**src/hdl/lpv_pkg.sv**
```systemverilog
// Shared types and constants for the local peak/valley search.
// No dependencies; used by the interfaces, the judge and the top level.
package lpv_pkg;

  localparam int TIME_BITS      = 32;
  localparam int ACTUAL_BITS    = 32;
  localparam int DISPLAY_BITS   = 16;
  localparam int INDEX_BITS     = 16;
  localparam int CFG_INDEX_BITS = 2;
  localparam int CFG_DATA_BITS  = 32;

  typedef enum logic [CFG_INDEX_BITS-1:0] {
    CFG_CENTER_TIME  = 2'd0,
    CFG_MAX_DISTANCE = 2'd1,
    CFG_EXTREME_KIND = 2'd2
  } cfg_reg_t;

  typedef enum logic {
    KIND_PEAK   = 1'b0,
    KIND_VALLEY = 1'b1
  } kind_t;

  typedef struct packed {
    logic                 take;
    logic [TIME_BITS-1:0] gap;
  } judge_t;

endpackage

```
**src/hdl/lpv_sample_if.sv**
```systemverilog
// Sample stream channel: valid/ready plus one sample word.
// Depends on lpv_pkg for field widths.
interface lpv_sample_if #(
  parameter int VALUE_BITS = 16
);
  logic                                valid;
  logic                                ready;
  logic [lpv_pkg::TIME_BITS-1:0]       sample_time;
  logic signed [VALUE_BITS-1:0]        sample_value;
  logic signed [lpv_pkg::ACTUAL_BITS-1:0] actual_value;
  logic                                has_actual;
  logic                                usable;
  logic                                last_sample;

  modport source (output valid, sample_time, sample_value, actual_value, has_actual,
                  usable, last_sample, input ready);
  modport sink (input valid, sample_time, sample_value, actual_value, has_actual,
                usable, last_sample, output ready);
endinterface

```
**src/hdl/lpv_result_if.sv**
```systemverilog
// Result channel: valid/ready plus one search result word.
// Depends on lpv_pkg for field widths.
interface lpv_result_if;
  logic                                    valid;
  logic                                    ready;
  logic                                    found;
  logic [lpv_pkg::INDEX_BITS-1:0]          hit_index;
  logic [lpv_pkg::TIME_BITS-1:0]           hit_time;
  logic signed [lpv_pkg::DISPLAY_BITS-1:0] hit_display;
  logic signed [lpv_pkg::ACTUAL_BITS-1:0]  hit_actual;

  modport source (output valid, found, hit_index, hit_time, hit_display, hit_actual,
                  input ready);
  modport sink (input valid, found, hit_index, hit_time, hit_display, hit_actual,
                output ready);
endinterface

```
**src/hdl/lpv_cfg_if.sv**
```systemverilog
// Configuration write channel: valid/ready, register index and data.
// Depends on lpv_pkg for field widths.
interface lpv_cfg_if;
  logic                                valid;
  logic                                ready;
  logic [lpv_pkg::CFG_INDEX_BITS-1:0]  index;
  logic [lpv_pkg::CFG_DATA_BITS-1:0]   data;

  modport source (output valid, index, data, input ready);
  modport sink (input valid, index, data, output ready);
endinterface

```
**src/hdl/lpv_judge.sv**
```systemverilog
// Decides whether the window's middle sample replaces the kept candidate.
// Depends on lpv_pkg (judge_t, kind_t). Purely combinational.
module lpv_judge #(
  parameter int VALUE_BITS = 16
) (
  input  logic                               window_full,
  input  logic signed [VALUE_BITS-1:0]       older_value,
  input  logic                               older_ok,
  input  logic [lpv_pkg::TIME_BITS-1:0]      mid_time,
  input  logic signed [VALUE_BITS-1:0]       mid_value,
  input  logic                               mid_ok,
  input  logic signed [VALUE_BITS-1:0]       next_value,
  input  logic                               next_ok,
  input  logic [lpv_pkg::TIME_BITS-1:0]      center_time,
  input  logic [lpv_pkg::TIME_BITS-1:0]      max_distance,
  input  lpv_pkg::kind_t                     kind,
  input  logic                               best_valid,
  input  logic signed [VALUE_BITS-1:0]       best_display,
  input  logic [lpv_pkg::TIME_BITS-1:0]      best_distance,
  output lpv_pkg::judge_t                    verdict
);

  logic [lpv_pkg::TIME_BITS-1:0] gap;
  logic in_range;
  logic is_extreme;
  logic beats_best;
  logic qualifies;

  always_comb begin
    gap = (mid_time >= center_time) ? (mid_time - center_time) : (center_time - mid_time);
    in_range = (max_distance != '0) && (gap <= max_distance);
    if (kind == lpv_pkg::KIND_PEAK) begin
      is_extreme = (mid_value > older_value) && (mid_value > next_value);
      beats_best = mid_value > best_display;
    end else begin
      is_extreme = (mid_value < older_value) && (mid_value < next_value);
      beats_best = mid_value < best_display;
    end
    qualifies = window_full && older_ok && mid_ok && next_ok && in_range && is_extreme;
    verdict.gap = gap;
    // tie on value goes to the strictly nearer sample
    verdict.take = qualifies &&
                   (!best_valid || beats_best ||
                    ((mid_value == best_display) && (gap < best_distance)));
  end

endmodule

```
**src/hdl/local_peak_valley_in_window.sv**
```systemverilog
// Local peak/valley search over one channel's sample stream. The block takes one sample
// word per clock and keeps a three-sample window plus the best candidate so far; the
// sample flagged last_sample closes the stream, and its result word is presented from the
// result register once that sample has passed the input register. One input register and
// one result register bracket the compare logic, so the sustained rate is one sample per
// cycle; it drops only while a finished result waits at the output and the next last
// sample would overwrite it.
// Depends on lpv_pkg, lpv_sample_if, lpv_result_if, lpv_cfg_if and lpv_judge.
module local_peak_valley_in_window #(
  parameter int MAX_SAMPLES = 65536,
  parameter int VALUE_BITS  = 16
) (
  input  logic         clk,
  input  logic         rst,
  lpv_sample_if.sink   samples,
  lpv_result_if.source result,
  lpv_cfg_if.sink      cfg
);

  localparam int CW = $clog2(MAX_SAMPLES + 1);
  localparam int TB = lpv_pkg::TIME_BITS;
  localparam int AB = lpv_pkg::ACTUAL_BITS;
  localparam int IB = lpv_pkg::INDEX_BITS;

  // configuration
  logic [TB-1:0]  center_time;
  logic [TB-1:0]  max_distance;
  lpv_pkg::kind_t extreme_kind;

  // input register
  logic                         s1_valid;
  logic [TB-1:0]                s1_time;
  logic signed [VALUE_BITS-1:0] s1_value;
  logic signed [AB-1:0]         s1_actual;
  logic                         s1_has_actual;
  logic                         s1_ok;
  logic                         s1_last;

  // window and candidate
  logic signed [VALUE_BITS-1:0] older_value;
  logic                         older_ok;
  logic [TB-1:0]                mid_time;
  logic signed [VALUE_BITS-1:0] mid_value;
  logic signed [AB-1:0]         mid_actual;
  logic                         mid_has_actual;
  logic                         mid_ok;
  logic [CW-1:0]                sample_count;
  logic                         best_valid;
  logic [IB-1:0]                best_index;
  logic [TB-1:0]                best_time;
  logic signed [VALUE_BITS-1:0] best_display;
  logic signed [AB-1:0]         best_actual;
  logic [TB-1:0]                best_distance;

  logic                         best_valid_next;
  logic [IB-1:0]                best_index_next;
  logic [TB-1:0]                best_time_next;
  logic signed [VALUE_BITS-1:0] best_display_next;
  logic signed [AB-1:0]         best_actual_next;
  logic [TB-1:0]                best_distance_next;

  // result register
  logic                                    out_valid;
  logic                                    out_found;
  logic [IB-1:0]                           out_index;
  logic [TB-1:0]                           out_time;
  logic signed [lpv_pkg::DISPLAY_BITS-1:0] out_display;
  logic signed [AB-1:0]                    out_actual;

  logic            s1_advance;
  logic            s1_fire;
  logic            room;
  logic            take;
  logic [CW-1:0]   mid_index;
  logic signed [AB-1:0] disp_ext;
  logic signed [AB-1:0] mid_value_ext;
  lpv_pkg::judge_t verdict;

  // a last word may only proceed when the result register is free or draining
  assign s1_advance    = !s1_last || !out_valid || result.ready;
  assign s1_fire       = s1_valid && s1_advance;
  assign samples.ready = !s1_valid || s1_advance;
  assign cfg.ready     = 1'b1;

  assign room      = sample_count < CW'(MAX_SAMPLES);
  assign mid_index = sample_count - CW'(1);

  lpv_judge #(
    .VALUE_BITS(VALUE_BITS)
  ) u_judge (
    .window_full  (sample_count >= CW'(2)),
    .older_value  (older_value),
    .older_ok     (older_ok),
    .mid_time     (mid_time),
    .mid_value    (mid_value),
    .mid_ok       (mid_ok),
    .next_value   (s1_value),
    .next_ok      (s1_ok),
    .center_time  (center_time),
    .max_distance (max_distance),
    .kind         (extreme_kind),
    .best_valid   (best_valid),
    .best_display (best_display),
    .best_distance(best_distance),
    .verdict      (verdict)
  );

  assign take          = room && verdict.take;
  assign mid_value_ext = AB'(mid_value);

  always_comb begin
    best_valid_next    = best_valid;
    best_index_next    = best_index;
    best_time_next     = best_time;
    best_display_next  = best_display;
    best_actual_next   = best_actual;
    best_distance_next = best_distance;
    if (take) begin
      best_valid_next    = 1'b1;
      best_index_next    = IB'(mid_index);
      best_time_next     = mid_time;
      best_display_next  = mid_value;
      best_actual_next   = mid_has_actual ? mid_actual : mid_value_ext;
      best_distance_next = verdict.gap;
    end
    disp_ext = AB'(best_display_next);
  end

  always_ff @(posedge clk) begin
    if (rst) begin
      center_time  <= '0;
      max_distance <= '0;
      extreme_kind <= lpv_pkg::KIND_PEAK;
    end else if (cfg.valid) begin
      unique case (cfg.index)
        lpv_pkg::CFG_CENTER_TIME:  center_time  <= cfg.data[TB-1:0];
        lpv_pkg::CFG_MAX_DISTANCE: max_distance <= cfg.data[TB-1:0];
        lpv_pkg::CFG_EXTREME_KIND: extreme_kind <= lpv_pkg::kind_t'(cfg.data[0]);
        default: ;
      endcase
    end
  end

  always_ff @(posedge clk) begin
    if (rst) begin
      s1_valid <= 1'b0;
    end else if (samples.ready) begin
      s1_valid <= samples.valid;
    end
    if (samples.valid && samples.ready) begin
      s1_time       <= samples.sample_time;
      s1_value      <= samples.sample_value;
      s1_actual     <= samples.actual_value;
      s1_has_actual <= samples.has_actual;
      s1_ok         <= samples.usable;
      s1_last       <= samples.last_sample;
    end
  end

  always_ff @(posedge clk) begin
    if (rst || (s1_fire && s1_last)) begin
      older_value    <= '0;
      older_ok       <= 1'b0;
      mid_time       <= '0;
      mid_value      <= '0;
      mid_actual     <= '0;
      mid_has_actual <= 1'b0;
      mid_ok         <= 1'b0;
      sample_count   <= '0;
      best_valid     <= 1'b0;
      best_index     <= '0;
      best_time      <= '0;
      best_display   <= '0;
      best_actual    <= '0;
      best_distance  <= '1;
    end else if (s1_fire && room) begin
      older_value    <= mid_value;
      older_ok       <= mid_ok;
      mid_time       <= s1_time;
      mid_value      <= s1_value;
      mid_actual     <= s1_actual;
      mid_has_actual <= s1_has_actual;
      mid_ok         <= s1_ok;
      sample_count   <= sample_count + CW'(1);
      best_valid     <= best_valid_next;
      best_index     <= best_index_next;
      best_time      <= best_time_next;
      best_display   <= best_display_next;
      best_actual    <= best_actual_next;
      best_distance  <= best_distance_next;
    end
  end

  always_ff @(posedge clk) begin
    if (rst) begin
      out_valid <= 1'b0;
    end else if (s1_fire && s1_last) begin
      out_valid <= 1'b1;
    end else if (result.ready) begin
      out_valid <= 1'b0;
    end
    if (s1_fire && s1_last) begin
      out_found <= best_valid_next;
      // zero every field when nothing qualified
      if (best_valid_next) begin
        out_index   <= best_index_next;
        out_time    <= best_time_next;
        out_display <= disp_ext[lpv_pkg::DISPLAY_BITS-1:0];
        out_actual  <= best_actual_next;
      end else begin
        out_index   <= '0;
        out_time    <= '0;
        out_display <= '0;
        out_actual  <= '0;
      end
    end
  end

  assign result.valid       = out_valid;
  assign result.found       = out_found;
  assign result.hit_index   = out_index;
  assign result.hit_time    = out_time;
  assign result.hit_display = out_display;
  assign result.hit_actual  = out_actual;

endmodule

```
**src/flat_wrapper.sv**
```systemverilog
// flat-port wrapper written by rule: the top's interface ports become plain ports
module local_peak_valley_in_window_flat 
#(
  parameter int MAX_SAMPLES = 65536,
  parameter int VALUE_BITS  = 16
)
  (clk, rst, samples_valid, samples_sample_time, samples_sample_value, samples_actual_value, samples_has_actual, samples_usable, samples_last_sample, samples_ready, result_valid, result_found, result_hit_index, result_hit_time, result_hit_display, result_hit_actual, result_ready, cfg_valid, cfg_index, cfg_data, cfg_ready);
  lpv_sample_if #(.VALUE_BITS(VALUE_BITS)) samples_i ();
  lpv_result_if result_i ();
  lpv_cfg_if cfg_i ();
  input  logic clk;
  input  logic rst;
  input wire logic [$bits(samples_i.valid)-1:0] samples_valid;
  input wire logic [$bits(samples_i.sample_time)-1:0] samples_sample_time;
  input wire logic [$bits(samples_i.sample_value)-1:0] samples_sample_value;
  input wire logic [$bits(samples_i.actual_value)-1:0] samples_actual_value;
  input wire logic [$bits(samples_i.has_actual)-1:0] samples_has_actual;
  input wire logic [$bits(samples_i.usable)-1:0] samples_usable;
  input wire logic [$bits(samples_i.last_sample)-1:0] samples_last_sample;
  output wire logic [$bits(samples_i.ready)-1:0] samples_ready;
  output wire logic [$bits(result_i.valid)-1:0] result_valid;
  output wire logic [$bits(result_i.found)-1:0] result_found;
  output wire logic [$bits(result_i.hit_index)-1:0] result_hit_index;
  output wire logic [$bits(result_i.hit_time)-1:0] result_hit_time;
  output wire logic [$bits(result_i.hit_display)-1:0] result_hit_display;
  output wire logic [$bits(result_i.hit_actual)-1:0] result_hit_actual;
  input wire logic [$bits(result_i.ready)-1:0] result_ready;
  input wire logic [$bits(cfg_i.valid)-1:0] cfg_valid;
  input wire logic [$bits(cfg_i.index)-1:0] cfg_index;
  input wire logic [$bits(cfg_i.data)-1:0] cfg_data;
  output wire logic [$bits(cfg_i.ready)-1:0] cfg_ready;
  assign samples_i.valid = samples_valid;
  assign samples_i.sample_time = samples_sample_time;
  assign samples_i.sample_value = samples_sample_value;
  assign samples_i.actual_value = samples_actual_value;
  assign samples_i.has_actual = samples_has_actual;
  assign samples_i.usable = samples_usable;
  assign samples_i.last_sample = samples_last_sample;
  assign samples_ready = samples_i.ready;
  assign result_valid = result_i.valid;
  assign result_found = result_i.found;
  assign result_hit_index = result_i.hit_index;
  assign result_hit_time = result_i.hit_time;
  assign result_hit_display = result_i.hit_display;
  assign result_hit_actual = result_i.hit_actual;
  assign result_i.ready = result_ready;
  assign cfg_i.valid = cfg_valid;
  assign cfg_i.index = cfg_index;
  assign cfg_i.data = cfg_data;
  assign cfg_ready = cfg_i.ready;
  local_peak_valley_in_window #(.MAX_SAMPLES(MAX_SAMPLES), .VALUE_BITS(VALUE_BITS)) u_core (.clk(clk), .rst(rst), .samples(samples_i), .result(result_i), .cfg(cfg_i));
endmodule
```
**config.mk**
```make
export PLATFORM = sky130hd
export DESIGN_NAME = local_peak_valley_in_window_flat
export DESIGN_NICKNAME = d
export VERILOG_FILES = /design/src/hdl/lpv_pkg.sv /design/src/hdl/lpv_sample_if.sv /design/src/hdl/lpv_result_if.sv /design/src/hdl/lpv_cfg_if.sv /design/src/hdl/lpv_judge.sv /design/src/hdl/local_peak_valley_in_window.sv /design/src/flat_wrapper.sv
export SDC_FILE = /design/constraint.sdc
export NUM_CORES = 1
export LEC_CHECK = 0
export ABC_AREA = 1
export BUFFER_PORTS_ARGS = -buffer_cell sky130_fd_sc_hd__buf_2
export CAP_MARGIN = 20
export CORE_ASPECT_RATIO = 1.25
export CORE_MARGIN = 2
export CORE_UTILIZATION = 35
export CTS_CLUSTER_SIZE = 10
export DETAILED_ROUTE_END_ITERATION = 10
export HOLD_SLACK_MARGIN = 0.03
export SLEW_MARGIN = 20
export SYNTH_ARGS = -nofsm -noshare
export SYNTH_HDL_FRONTEND = slang
export SYNTH_SLANG_ARGS = --single-unit
export TNS_END_PERCENT = 1
```
**constraint.sdc**
```tcl
create_clock -name clk -period 4.5 [get_ports clk]
set_clock_uncertainty 0.05 [all_clocks]
set_input_delay 0.9 -clock clk [delete_from_list [all_inputs] [get_ports clk]]
set_output_delay 0.9 -clock clk [all_outputs]
set_load 0.01 [all_outputs]
```
After elaboration in Yosys (flattened, before gate mapping)
Index checks and enable logic that the tools add are counted.
W data, S select, Z words.
{"block": "totals", "in_bits": 122, "word_cells": 91, "output_inout_bits": 100, "register_bits": 492}
{"block": "classes", "reduce_logical": 32, "n_eq_ne": 3, "n_addsub": 4, "n_mux": 11, "order_cmp": 11}
{"operator": "$mux W32", "count": 4}
{"operator": "$sub A32 B32 Y32", "count": 2}
{"operator": "$gt A16 B16 Y1", "count": 3}
{"operator": "$lt A16 B16 Y1", "count": 3}
{"operator": "$ge A32 B32 Y1", "count": 1}
{"operator": "$le A32 B32 Y1", "count": 1}
{"operator": "$lt A32 B32 Y1", "count": 1}
{"operator": "$mux W16", "count": 2}
{"operator": "$reduce_bool A32 Y1", "count": 1}
{"operator": "$add A17 B1 Y17 const B", "count": 1}
{"operator": "$ge A17 B2 Y1 const B", "count": 1}
{"operator": "$lt A17 B17 Y1 const B", "count": 1}
{"operator": "$eq A16 B16 Y1", "count": 1}
{"operator": "$sub A16 B1 Y16 const B", "count": 1}
{"operator": "$logic_and A1 B1 Y1", "count": 15}
{"operator": "$reduce_and A2 Y1", "count": 4}
{"operator": "$logic_or A1 B1 Y1", "count": 6}
{"operator": "$mux W1", "count": 5}
{"operator": "$logic_not A1 Y1", "count": 4}
{"operator": "$eq A2 B1 Y1 const B", "count": 1}
{"operator": "$eq A2 B2 Y1 const B", "count": 1}
{"operator": "$logic_not A2 Y1", "count": 1}
{"operator": "$reduce_bool A2 Y1", "count": 1}

Depth between registers and ports, before layout
{"block": "depth", "depth_word": 9, "depth_mapped": 38, "mapped_depth_nobuf": 35}

Hierarchy
A second synthesis with hierarchy kept.
{"block": "unflattened", "cells_unflattened": 3478, "area_unflattened_um2": 26439.1}
{"module": "local_peak_valley_in_window", "seq_area_each_um2": 11651.2, "cells_per_inst": 2082, "n_inst": 1, "area_each_um2": 18849.3}
{"module": "lpv_judge", "seq_area_each_um2": 0.0, "cells_per_inst": 1396, "n_inst": 1, "area_each_um2": 7589.8}

Worst setup path before layout
OpenSTA, ideal clock, no wires.
{"block": "synth_path", "kind": "register to register", "from": "register u_core.mid_time[0]", "to": "register u_core.out_time[21], in the netlist u_core.result.hit_time[21], data pin", "arrival_ps": 4075, "path_stages_with_launch": 32, "required_ps": 4197, "path_slack_ps": 122, "setup_ps": 253, "cell_sequence": "dfxtp_1 inv_1 ha_1 inv_1 fa_1 nand2_1 nand2_1 nand2_1 o211ai_1 nand2_1 nand2_1 nand2_1 nand3_2 inv_2 buf_2 nand2_1 nand2_1 inv_2 ha_1 nand2_1 nor2_1 nand2_1 nor4_1 nand3b_1 a21oi_1 nand2_1 nor2_4 nand2_4 buf_4 clkbuf_1 o21ai_1 inv_1"}
{"block": "synth_via", "elab_chain_cells": 9}
{"item": "start: declaration", "line": "local_peak_valley_in_window.sv:42", "source": "logic [TB-1:0] mid_time;"}
{"item": "start signal: assignment", "line": "local_peak_valley_in_window.sv:179", "source": "mid_time <= s1_time;"}
{"item": "$sub A32 B32 Y32 or $ge A32 B32 Y1 (tied branches)", "line": "lpv_judge.sv:30", "source": "gap = (mid_time >= center_time) ? (mid_time - center_time) : (center_time - mid_time);"}
{"item": "$mux W32 *", "line": "lpv_judge.sv:30"}
{"item": "named net u_core.u_judge.gap (one bit)", "line": "lpv_judge.sv:23", "source": "logic [lpv_pkg::TIME_BITS-1:0] gap;"}
{"item": "$le A32 B32 Y1", "line": "lpv_judge.sv:31", "source": "in_range = (max_distance != '0) && (gap <= max_distance);"}
{"item": "$logic_and A1 B1 Y1", "line": "lpv_judge.sv:31"}
{"item": "$logic_and A1 B1 Y1 (2 in series)", "line": "lpv_judge.sv:39", "source": "qualifies = window_full && older_ok && mid_ok && next_ok && in_range && is_extreme;"}
{"item": "$logic_and A1 B1 Y1 *", "line": "lpv_judge.sv:42", "source": "verdict.take = qualifies &&"}
{"item": "$logic_and A1 B1 Y1 *", "line": "local_peak_valley_in_window.sv:108", "source": "assign take = room && verdict.take;"}
{"item": "$mux W32 or $mux W1 (tied branches)", "line": "local_peak_valley_in_window.sv:118", "source": "if (take) begin"}
{"item": "end signal: assignment", "line": "local_peak_valley_in_window.sv:207", "source": "out_time <= best_time_next;"}
{"item": "end: declaration", "line": "local_peak_valley_in_window.sv:66", "source": "logic [TB-1:0] out_time;"}
The timed path passes the listed nets; every way through them passes the cells marked *.
A chain may end at the register's enable or synchronous reset.

Worst setup path after layout
{"block": "layout_path", "from": "register u_core.mid_time[28]", "to": "register u_core.best_time[0]"}
{"block": "layout_via", "elab_chain_cells": 9}
{"item": "$ge A32 B32 Y1 *", "line": "lpv_judge.sv:30"}
{"item": "$mux W32 *", "line": "lpv_judge.sv:30"}
{"item": "named net u_core.u_judge.gap (one bit)", "line": "lpv_judge.sv:23"}
{"item": "$le A32 B32 Y1", "line": "lpv_judge.sv:31"}
{"item": "$logic_and A1 B1 Y1", "line": "lpv_judge.sv:31"}
{"item": "$logic_and A1 B1 Y1 (2 in series)", "line": "lpv_judge.sv:39"}
{"item": "$logic_and A1 B1 Y1 *", "line": "lpv_judge.sv:42"}
{"item": "$logic_and A1 B1 Y1 *", "line": "local_peak_valley_in_window.sv:108"}
{"item": "$mux W32 *", "line": "local_peak_valley_in_window.sv:118"}
{"item": "end signal: assignment", "line": "local_peak_valley_in_window.sv:187", "source": "best_time <= best_time_next;"}
{"item": "end: declaration", "line": "local_peak_valley_in_window.sv:50", "source": "logic [TB-1:0] best_time;"}
Marks and branches as above.

==> metrics <==
asr flop ratio synth 0%; Hold Path Class in -> reg; total CTS buffers 58; Post-DP HPWL between 60000 and 70000 um; Final setup viols roughly 170; Syn Nets around 3800; Vias/cell between 4 and 5; Static Leak 16.3 nW; Iteration-0 DRC Markers around 1700; fmax about 0.22 GHz; Crit path arrival time 5.15 ns; violated checks setup timing; Final ANT Viol Nets 0; Crit Path Category reg -> reg; chip height 311 um; largest net degree at the start of global routing 127; CP max stage cell dfxtp_1; Routed wire per std cell about 18 um; Port Buffers between 200 and 250; clock-pin slew on the worst setup and hold paths around 0.060 ns; Setup crit end kind flop; outcome finished with violations; P&R area growth vs syn 27.6%; Main synth FF type dfxtp_1; CP peak stage delay 0.34 ns; vias in the first global route 23600; final worst path period share 103%; most used cell, CP nand2_1; Avg Synthesized Cell Area approximately 7.5 sq um; Final Core Density 45.1%; antenna violations before repair 7; GR Overflow Total 0; Fin. Hold Viols 0; Die Area between 70000 and 80000 sq um; clk sinks about 490; Worst Path Required roughly 5.0 ns; share of layout cells above drive strength 1 20.0%; CTS root buf clkbuf_16; maximum root-to-sink buffer count 3; Slew headroom a little over a third; Syn Inst Count ~3500; Die Wd ~250 um; Post-Syn Area 26400 sq um; CTS tree yes; vias 24500; Peak VDD IR approximately 0.32 mV; synthesis-stage register bit count just under 500; setup_tns -10.27 ns; GRT Total Usage 21.7%; GPL Wtd Cong between 0.9 and 1; startpoint types flop; unrepaired setup endpoints after global routing yes; min cycle time layout ~4.6 ns; IO Count 222; cts hold-fix bufs 0; Core Region between 70000 and 80000 sq um; Worst Tran Pin Value slightly below 1 ns; Initial Util a little over a third; setup ws final -0.132 ns; count of different cell masters after synthesis 42; fin area 33700 sq um; max-cap violations 0; post-synthesis sequential area ratio 44.1%; Yosys warnings 0; row cnt approximately 110; routed wire length ~90000 um; EDFF count, synth 180; H-tree depth 2; # DRC 0; first-pass GRT wire length 133000 um; Final Slew Violations 0; Post-DP Area slightly above 30000 sq um; nets between 4000 and 5000; drt first pass iters 5; pwr/cell area 386 nW/um^2; Max Fanout on Critical Path 17; worst skew pair latency ~0.64 ns
-- kinds of logic after synthesis --
family                     Yosys count  share of synthesized area (%)
adders and majority gates          179                           8.54
AOI/OAI and AO/OA                  725                           14.0
DFF                                492                           44.1
buffers and inverters              717                           10.5
xor gates and xnor gates            40                           1.33
other                                1                         0.0142
and+or+nand+nor                   1354                           21.4
-- per-stage QoR --
stage / hold WS [ns] / setup slack, ns / power (W) / std cells
after global placement: 0.388 / -0.429 / 0.00827 / 4868
final: 0.385 / -0.132 / 0.0130 / 5001
after global routing: 0.357 / -0.366 / 0.0137 / 5000
after detailed placement: 0.394 / -0.354 / 0.00829 / 4868
after floorplan: 0.379 / 0.122 / 0.00682 / 3508
after CTS: 0.350 / -0.147 / 0.0128 / 4986
-- state kept, by name, summed over array words and instances, names as in the netlist, 16 cells and up --
register	flops
u_core.result.hit_actual	32
u_core.best_index	16
u_core.older_value	16
u_core.s1_time	32
u_core.best_distance	32
u_core.best_actual	32
u_core.center_time	32
u_core.mid_time	32
u_core.result.hit_display	16
u_core.s1_value	16
u_core.mid_actual	32
u_core.sample_count	17
u_core.result.hit_index	16
u_core.result.hit_time	32
u_core.best_display	16
u_core.s1_actual	32
u_core.mid_value	16
u_core.best_time	32
u_core.max_distance	32
-- cells in the final DEF, fill, tap and decap left out, types with 18 or more instances in the layout --
cell	count
nand2_1	722
inv_1	529
o21ai_0	324
buf_4	321
dfxtp_1	307
nor2_1	281
a21oi_1	281
buf_2	220
edfxtp_1	180
ha_1	141
nand3_1	139
nand4_1	118
clkbuf_16	65
o21ai_1	61
clkbuf_1	36
xor2_1	35
ha_4	35
nand2_2	30
nor3_1	21
a21oi_2	18
-- critical path, delay by kind of cell (launching register included) --
kind / cells / cell delay, ns
AO/OA/AOI/OAI: 4 / 0.66
flip-flops: 1 / 0.34
adder cells (fa/ha/maj): 2 / 0.53
AND/OR/NAND/NOR: 16 / 1.83
buffers and inverters: 8 / 1.13
-- area by class of cell --
class,instances,area (sq um)
Clock inverter,10,95.1
Antenna cell,1,2.50
Sequential cell,492,11700
Clock buffer,97,1630
Inverter,555,2100
Fill cell,7580,41000
Timing Repair Buffer,578,4230
Multi-Input combinational cell,2299,12800
Tap cell,969,1210
-- timing repair --
action,4_1_cts,5_1_grt
endpoints found under the setup margin,226,226
setup buffers,9,7
gates resized for setup,69,150
pin swaps,9,22
cloned,2,7
-- cell usage after synthesis, types with 24 or more instances --
master	count	area, sq um
nor2_1	301	1130
nand4_1	118	738
nand3_1	140	701
a21oi_1	299	1500
inv_1	542	2030
nor3_1	24	120
ha_1	177	2210
dfxtp_1	312	6250
clkbuf_1	117	439
nand2_1	752	2820
buf_2	25	125
edfxtp_1	180	5410
xor2_1	35	307
o21ai_0	372	1860
-- where the power goes --
| group | total (W) | internal, W | switching, W | leakage (nW) |
|---|---|---|---|---|
| Sequential | 0.00486 | 0.00476 | 0.0000917 | 4.30 |
| Clock | 0.00440 | 0.00246 | 0.00194 | 0.829 |
| Combinational | 0.00375 | 0.00157 | 0.00218 | 11.2 |
| Total | 0.0130 | 0.00880 | 0.00421 | 16.3 |
-- layer usage --
metal | global-route usage, % | share of wire, % | vias to the layer above | wire length, um
met5 | 0 | 0.11 | - | 92
met4 | 8.28 | 4.1 | 14 | 3600
met3 | 3.21 | 4.9 | 158 | 4290
met2 | 38.8 | 49 | 628 | 43200
met1 | 26.2 | 42 | 11300 | 36400
li1 | - | - | 12400 | -
-- final timing paths --
path                            depth (start not counted)                     to               startpoint  slack, ns
worst min-delay path                                    1    u_core.s1_actual[6]  samples_actual_value[6]       0.39
worst min register to register                          2  u_core.mid_actual[12]    u_core.mid_actual[12]       0.40
worst max-delay path                                   30    u_core.best_time[0]      u_core.mid_time[28]      -0.13
worst max register to register                         30    u_core.best_time[0]      u_core.mid_time[28]      -0.13
(Power assumes the default switching activity.)
